### config.mk
export PLATFORM = sky130hd
export DESIGN_NAME = cpp_ctrl
export DESIGN_NICKNAME = d
export VERILOG_FILES = /design/src/design/cpp_pkg.sv /design/src/design/cpp_ctrl.sv
export SDC_FILE = /design/constraint.sdc
export NUM_CORES = 1
export LEC_CHECK = 0
export ABC_AREA = 1
export BUFFER_PORTS_ARGS = -buffer_cell sky130_fd_sc_hd__buf_2
export CORE_ASPECT_RATIO = 0.9
export CORE_MARGIN = 1.5
export CORE_UTILIZATION = 55
export CTS_CLUSTER_DIAMETER = 60
export CTS_CLUSTER_SIZE = 14
export DETAILED_ROUTE_END_ITERATION = 16
export PLACE_DENSITY_LB_ADDON = 0.2
export SYNTH_ARGS = -nofsm -noshare
export SYNTH_HDL_FRONTEND = slang
export SYNTH_SLANG_ARGS = --single-unit
export TNS_END_PERCENT = 20
### constraint.sdc
create_clock -name i_clk -period 2.38 [get_ports i_clk]
set_clock_uncertainty 0.05 [all_clocks]
set_input_delay 0.476 -clock i_clk [delete_from_list [all_inputs] [get_ports i_clk]]
set_output_delay 0.476 -clock i_clk [all_outputs]
set_load 0.02 [all_outputs]
### src/design/cpp_pkg.sv
package cpp_pkg;

    localparam int MAX_VERTICES_DEF = 1024;
    localparam int COORD_BITS_DEF   = 24;
    localparam int IDX_BITS         = 10;
    localparam int DIST_BITS        = 52;
    localparam int FRAC_BITS        = 32;

    typedef enum logic [3:0] {
        S_IDLE,
        S_DIFF,
        S_DOT0,
        S_DOT1,
        S_DOT2,
        S_DECIDE,
        S_DIV,
        S_MUL,
        S_DIST0,
        S_DIST1,
        S_DIST2,
        S_UPDATE,
        S_OUT
    } t_state;

    // controller to datapath
    typedef struct packed {
        logic load_first;
        logic load_vertex;
        logic diff;
        logic dot;
        logic [1:0] lane;
        logic div_init;
        logic div_step;
        logic mul;
        logic dist_acc;
        logic update;
        logic advance;
        logic reset_best;
        logic single;
    } t_cmd;

    // datapath to controller
    typedef struct packed {
        logic c1_le_zero;
        logic c2_le_c1;
        logic count_full;
    } t_status;

endpackage

### src/design/cpp_ctrl.sv
module cpp_ctrl (
    input  logic             i_clk,
    input  logic             i_rst_n,
    input  logic             i_in_valid,
    input  logic             i_last,
    input  logic             i_out_ready,
    input  cpp_pkg::t_status i_status,
    output logic             o_in_ready,
    output logic             o_out_valid,
    output cpp_pkg::t_cmd    o_cmd
);
    import cpp_pkg::*;

    t_state r_state, n_state;
    logic   r_have_prev, n_have_prev;
    logic   r_last, n_last;
    logic   r_single, n_single;
    logic [1:0] r_lane, n_lane;
    logic [5:0] r_step, n_step;
    logic   accept;

    assign accept = i_in_valid && o_in_ready;

    always_ff @(posedge i_clk) begin
        if (!i_rst_n) begin
            r_state     <= S_IDLE;
            r_have_prev <= 1'b0;
            r_last      <= 1'b0;
            r_single    <= 1'b0;
            r_lane      <= '0;
            r_step      <= '0;
        end else begin
            r_state     <= n_state;
            r_have_prev <= n_have_prev;
            r_last      <= n_last;
            r_single    <= n_single;
            r_lane      <= n_lane;
            r_step      <= n_step;
        end
    end

    // next state
    always_comb begin
        n_state     = r_state;
        n_have_prev = r_have_prev;
        n_last      = r_last;
        n_single    = r_single;
        n_lane      = r_lane;
        n_step      = r_step;
        unique case (r_state)
            S_IDLE: begin
                if (accept) begin
                    n_last = i_last;
                    if (!r_have_prev) begin
                        n_single    = i_last;
                        n_have_prev = !i_last;
                        n_state     = i_last ? S_DIFF : S_IDLE;
                    end else begin
                        n_single = 1'b0;
                        if (i_status.count_full) begin
                            n_state = i_last ? S_OUT : S_IDLE;
                            if (i_last) n_have_prev = 1'b0;
                        end else begin
                            n_state = S_DIFF;
                        end
                    end
                end
            end
            S_DIFF:   n_state = S_DOT0;
            S_DOT0:   n_state = S_DOT1;
            S_DOT1:   n_state = S_DOT2;
            S_DOT2:   n_state = S_DECIDE;
            S_DECIDE: begin
                if (i_status.c1_le_zero || i_status.c2_le_c1) begin
                    n_state = S_DIST0;
                end else begin
                    n_state = S_DIV;
                    n_step  = '0;
                end
            end
            S_DIV: begin
                n_step = r_step + 6'd1;
                if (r_step == 6'(FRAC_BITS - 1)) begin
                    n_state = S_MUL;
                    n_lane  = '0;
                end
            end
            S_MUL: begin
                n_lane = r_lane + 2'd1;
                if (r_lane == 2'd2) n_state = S_DIST0;
            end
            S_DIST0:  n_state = S_DIST1;
            S_DIST1:  n_state = S_DIST2;
            S_DIST2:  n_state = S_UPDATE;
            S_UPDATE: begin
                if (r_last) begin
                    n_state     = S_OUT;
                    n_have_prev = 1'b0;
                end else begin
                    n_state = S_IDLE;
                end
            end
            S_OUT: if (i_out_ready) n_state = S_IDLE;
            default: n_state = S_IDLE;
        endcase
    end

    // outputs
    always_comb begin
        o_cmd       = '0;
        o_in_ready  = (r_state == S_IDLE);
        o_out_valid = (r_state == S_OUT);
        o_cmd.single = r_single;
        unique case (r_state)
            S_IDLE: begin
                if (accept) begin
                    if (!r_have_prev) begin
                        o_cmd.load_first = 1'b1;
                        o_cmd.reset_best = 1'b1;
                        o_cmd.single     = i_last;
                    end else if (!i_status.count_full) begin
                        o_cmd.load_vertex = 1'b1;
                        o_cmd.single      = 1'b0;
                    end
                end
            end
            S_DIFF:   o_cmd.diff = 1'b1;
            S_DOT0:   begin o_cmd.dot = 1'b1; o_cmd.lane = 2'd0; end
            S_DOT1:   begin o_cmd.dot = 1'b1; o_cmd.lane = 2'd1; end
            S_DOT2:   begin o_cmd.dot = 1'b1; o_cmd.lane = 2'd2; end
            S_DECIDE: o_cmd.div_init = 1'b1;
            S_DIV:    o_cmd.div_step = 1'b1;
            S_MUL:    begin o_cmd.mul = 1'b1; o_cmd.lane = r_lane; end
            S_DIST0:  begin o_cmd.dist_acc = 1'b1; o_cmd.lane = 2'd0; end
            S_DIST1:  begin o_cmd.dist_acc = 1'b1; o_cmd.lane = 2'd1; end
            S_DIST2:  begin o_cmd.dist_acc = 1'b1; o_cmd.lane = 2'd2; end
            S_UPDATE: begin o_cmd.update = 1'b1; o_cmd.advance = !r_single; end
            S_OUT:    ;
            default:  ;
        endcase
    end

    // a result is only offered at the end of a polyline
    a_out_state: assert property (@(posedge i_clk) disable iff (!i_rst_n)
        o_out_valid |-> !o_in_ready)
        else $error("input ready while a result is pending");
    a_div_len: assert property (@(posedge i_clk) disable iff (!i_rst_n)
        (r_state == S_DIV) |-> (r_step < 6'(FRAC_BITS)))
        else $error("divider ran past its step count");
    a_out_hold: assert property (@(posedge i_clk) disable iff (!i_rst_n)
        (o_out_valid && !i_out_ready) |=> o_out_valid)
        else $error("result dropped before it was taken");

endmodule

# [Yosys cells after proc, flatten, opt, wreduce, memory -nomap -nowiden]
# Index checks and enable logic that the tools add are counted.
# Widths: inputs -> output; s select.
[totals] regBits=15 in_bits=8
[classes] n_mux=39 reduce_logical=17 eq_ne=20 add_sub_neg=2
[ops] operator="$pmux 4 s13" count=1
[ops] operator="$mux 4" count=9
[ops] operator="$eq 4x4->1 const B" count=5
[ops] operator="$mux 1" count=18
[ops] operator="$eq 4x3->1 const B" count=4
[ops] operator="$mux 2" count=6
[ops] operator="$pmux 6 s2" count=1
[ops] operator="$ne 2x2->1 const B" count=5
[ops] operator="$eq 4x2->1 const B" count=2
[ops] operator="$add 6x1->6 const B" count=1
[ops] operator="$eq 6x5->1 const B" count=1
[ops] operator="$mux 6" count=1
[ops] operator="$pmux 2 s3" count=1
[ops] operator="$reduce_and 2->1" count=3
[ops] operator="$reduce_bool 2->1" count=3
[ops] operator="$reduce_or 3->1" count=2
[ops] operator="$eq 4x1->1 const B" count=1
[ops] operator="$logic_not 4->1" count=1
[ops] operator="$pmux 2 s2" count=1
[ops] operator="$reduce_and 4->1" count=1
[ops] operator="$reduce_or 2->1" count=2
[ops] operator="$reduce_and 3->1" count=1
[ops] operator="$add 2x1->2 const B" count=1
[ops] operator="$eq 2x2->1 const B" count=1
[ops] operator="other kinds (5)" count=6

# [Longest topological paths before layout]
[logic_depth] ltp_word=5 ltp_mapped=9

# [Worst setup path before layout]
# Ideal clock, no wire load.
[synth_path] kind="register to output" startpoint="register r_state[1]" endpoint="output o_cmd[13] (netlist bit)" path_slack_ps=480 arrival_time_ps=1374 stages_incl_launch_ff=7 path_buffers=1 path_cell_list="dfxtp_1 > nor2_1 > nand2_1 > clkinv_2 > nand2_2 > nor2_1 > buf_4"
[synth_lines] element="from (decl)" line_no="cpp_ctrl.sv:14" source="t_state r_state, n_state;"
[synth_lines] element="from (signal assigned)" line_no="cpp_ctrl.sv:33" source="r_state <= n_state;"
[synth_lines] element="to (decl)" line_no="cpp_ctrl.sv:10" source="output cpp_pkg::t_cmd o_cmd"

==> results.yml <==
worst_setup_path:
  cp.arrival_ns: 1.60
  worst-path-max-fanout: 7
  rr_endpoint: "r_state[0]$_SDFFE_PN0P_"
  crit_path_cell_trace: "nor2_2, nand2_1, clkinv_2, nand2_2, o31ai_2, inv_1, nand2_1, buf_2"
  critical_path.max_stage_delay_ns: 0.39
  crit_top_cell: "nand2_1"
  setup.worst_path.start_class: "register"
  r2r_cells: 7
  reg2reg_slack_ns: 0.75
  path_class: "reg2out"
  crit_end: "o_cmd[0]"
  crit_start: "r_state[3]$_SDFFE_PN0P_"
  crit_path_end_kind: "output port"
  critPathRequiredTime_ns: 1.85
  critPathSlowestCell: "dfxtp_1"
  rr_startpoint: "r_step[0]$_SDFFE_PN0P_"
logic_synthesis:
  avgSynthCellArea_um2: 6.40
  yosysMostFrequentCell: "nand2_1"
  synth_cell_type_count: 26
  synth-compound-area-share_pct: 19.8
  synth_top_family_by_area: "simple AND/OR/NAND/NOR gates"
  synth-edff-count: 0
  ys_top_cells_by_area: "dfxtp_1 31%, nand2_1 13%, a21oi_1 8.2%"
  synth-seq-cells: 15
  yosys.area.top_type_share_pct: 30.9
  syn-num-nets: 162
  synth-adder-area-share_pct: 2.57
  yosys.area_share.xor_xnor_pct: 0
  syn_inst: 152
  synth-async-reset-ratio_pct: 0
  netlist_top_cells_count: "33 x nand2_1, 20 x nor2_1, 16 x a21oi_1, 16 x inv_1, 15 x dfxtp_1"
  synth_top_cell_by_area: "dfxtp_1"
  synth_simple_gate_area_share_pct: 36.7
  synth_flop_cell: "dfxtp_1"
  syn_area_um2: 972
  synth_warnings: 0
  synthMuxAreaShare_pct: 0
  seq_area_frac_synth_pct: 30.9
drt:
  wirelength_mm: 2.22
  drtAntennaViolNets: 0
  first_pass_iters: 4
  route.detailed.drc: 0
  avgViaCountPerCell: 5.16
  drt_iter0_markers: 19
  routedWlPerCell_um: 11.0
  vias: 1043
cts:
  postCtsSetupRepairBufs: 0
  clkSinkCount: 15
  cts_tree: "built"
  hold_buffers: 0
  clkSlewWorstSetupHoldPaths_ns: 0.09
  insertion_delay_ns: 0.29
  cts_buffer_depth: 2
  cts_htree_levels: 1
  ctsResizeCount: 0
  cts.root.buffer_cell: "clkbuf_4"
  cts_buffers: 3
placement:
  io_buffers: 23
  dpl_cell_area_um2: 1110
  gp_congestion: 0.873
  place_hpwl_mm: 1.81
floorplan:
  fp.dieH_um: 42.9
  die_w_um: 47.3
  ioPinCount: 24
  fp-row-count: 14
  core_um2: 1660
  die_area_um2: 2030
  initial_core_util_pct: 58.4
grt:
  grt_first_pass_wirelength_mm: 3.67
  grt_max_degree: 10
  grt_usage_pct: 25.1
  antenna_found_initial: 0
  grt_pass1_vias: 899
  gr-total-overflow: 0
layout:
  fin_util_pct: 69.2
  insertedDiodeCount: 0
  final_cell_area_um2: 1150
  drive_gt1_share_pct: 27.0
  final.fill_count: 156
  synthToLayoutAreaGrowth_pct: 18.4
  final_nets: 189
worst_hold_path:
  holdPathStages: 1
  hold_path_class: "reg2reg"
sta:
  hold_viol: 0
  setup_viol: 0
  tightest_slew_ns: 0.284
  finalSetupTns_ns: 0
  drv_slew: 0
  rsz0062_at_grt: "false"
  clock.fmax_mhz: 470
  fin_crit_sh_pct: 89.4
  maxSlewHeadroom_pct: 81.0
  period_minus_slack_ns: 2.13
power_and_ir_drop:
  vdd_ir_drop_max_uv: 475
  p_leak_nw: 0.544
  power_density_nw_per_um2: 550
job:
  max_cap_violations: 0
run_status:
  status: "complete, no violations"
==> report_power, final <==
| part | total, mW | internal (mW) | switching [mW] |
|---|---|---|---|
| Sequential | 0.285 | 0.265 | 0.0195 |
| Combinational | 0.201 | 0.0663 | 0.135 |
| Clock | 0.147 | 0.0653 | 0.0819 |
| Total | 0.633 | 0.397 | 0.236 |
==> final cells by class <==
cell class	instances	area, um2	share of cell area [%]
clock buffers	4	26.3	2.28
flip-flops and latches	15	300	26.1
inverters	23	90.1	7.83
multi-input cells	113	589	51.2
well taps	24	30.0	2.61
repair buffers	23	115	10.0
==> worst min path at each step <==
stage / startpoint / end / slack (ns)
CTS: r_lane[0]$_SDFFE_PN0P_ / r_lane[0]$_SDFFE_PN0P_ / 0.42
detailed placement: r_lane[0]$_SDFFE_PN0P_ / r_lane[0]$_SDFFE_PN0P_ / 0.41
finish: r_lane[0]$_SDFFE_PN0P_ / r_lane[0]$_SDFFE_PN0P_ / 0.42
floorplan: r_lane[0]$_SDFFE_PN0P_ / r_lane[0]$_SDFFE_PN0P_ / 0.39
global placement: r_step[5]$_SDFFE_PN0P_ / r_step[5]$_SDFFE_PN0P_ / 0.40
global route: i_rst_n / r_step[2]$_SDFFE_PN0P_ / 0.44
==> flip-flops by register name, summed over array words and instances (netlist names) <==
register     flops
r_last           1
r_single         1
r_state          4
r_lane           2
r_step           6
r_have_prev      1
==> layout by cell type (no fill, tap or decap), drive strengths merged <==
| cell type | Yosys | routed |
|---|---|---|
| nand2 | 39 | 39 |
| nor2 | 25 | 25 |
| buf | 1 | 23 |
| inv | 21 | 21 |
| a21oi | 16 | 16 |
| dfxtp | 15 | 15 |
| nand3 | 10 | 10 |
| o21ai | 10 | 10 |
| clkbuf | 0 | 4 |
| o211ai | 3 | 3 |
| a211oi | 2 | 2 |
| ha | 2 | 2 |
| clkinv | 2 | 2 |
| o221ai | 1 | 1 |
| o31ai | 1 | 1 |
| nor3 | 1 | 1 |
| a31o | 1 | 1 |
| nand4 | 1 | 1 |
| nand3b | 1 | 1 |
==> logic make-up (layout without fill, tap and decap cells) <==
logic type	Yosys count	in the layout
AOI/OAI and AO/OA	34	34
adders and majority gates	2	2
buffers and inverters	24	50
DFF	15	15
and+or+nand+nor	77	77
==> metal layers <==
layer | share of wire (%) | global-route usage (%)
met1 | 45 | 31.6
met2 | 50 | 41.4
met3 | 4.8 | 8.09
met4 | 0.27 | 4.44
met5 | 0 | 0
==> metrics by stage <==
step	worst slack (ns)	std cells	power [mW]	hold slack, ns
detailed placement	0.458	198	0.483	0.411
global placement	0.527	198	0.476	0.401
floorplan	0.480	152	0.430	0.386
CTS	0.133	202	0.626	0.423
global route	0.0860	202	0.670	0.436
finish	0.253	202	0.633	0.423
==> critical path, delay by kind of cell, from the launching register on <==
family	cells	cell delay [ns]
AO/OA/AOI/OAI	1	0.19
flip-flops	1	0.39
buffers and inverters	3	0.30
AND/OR/NAND/NOR	4	0.43
(Power assumes the default switching activity.)
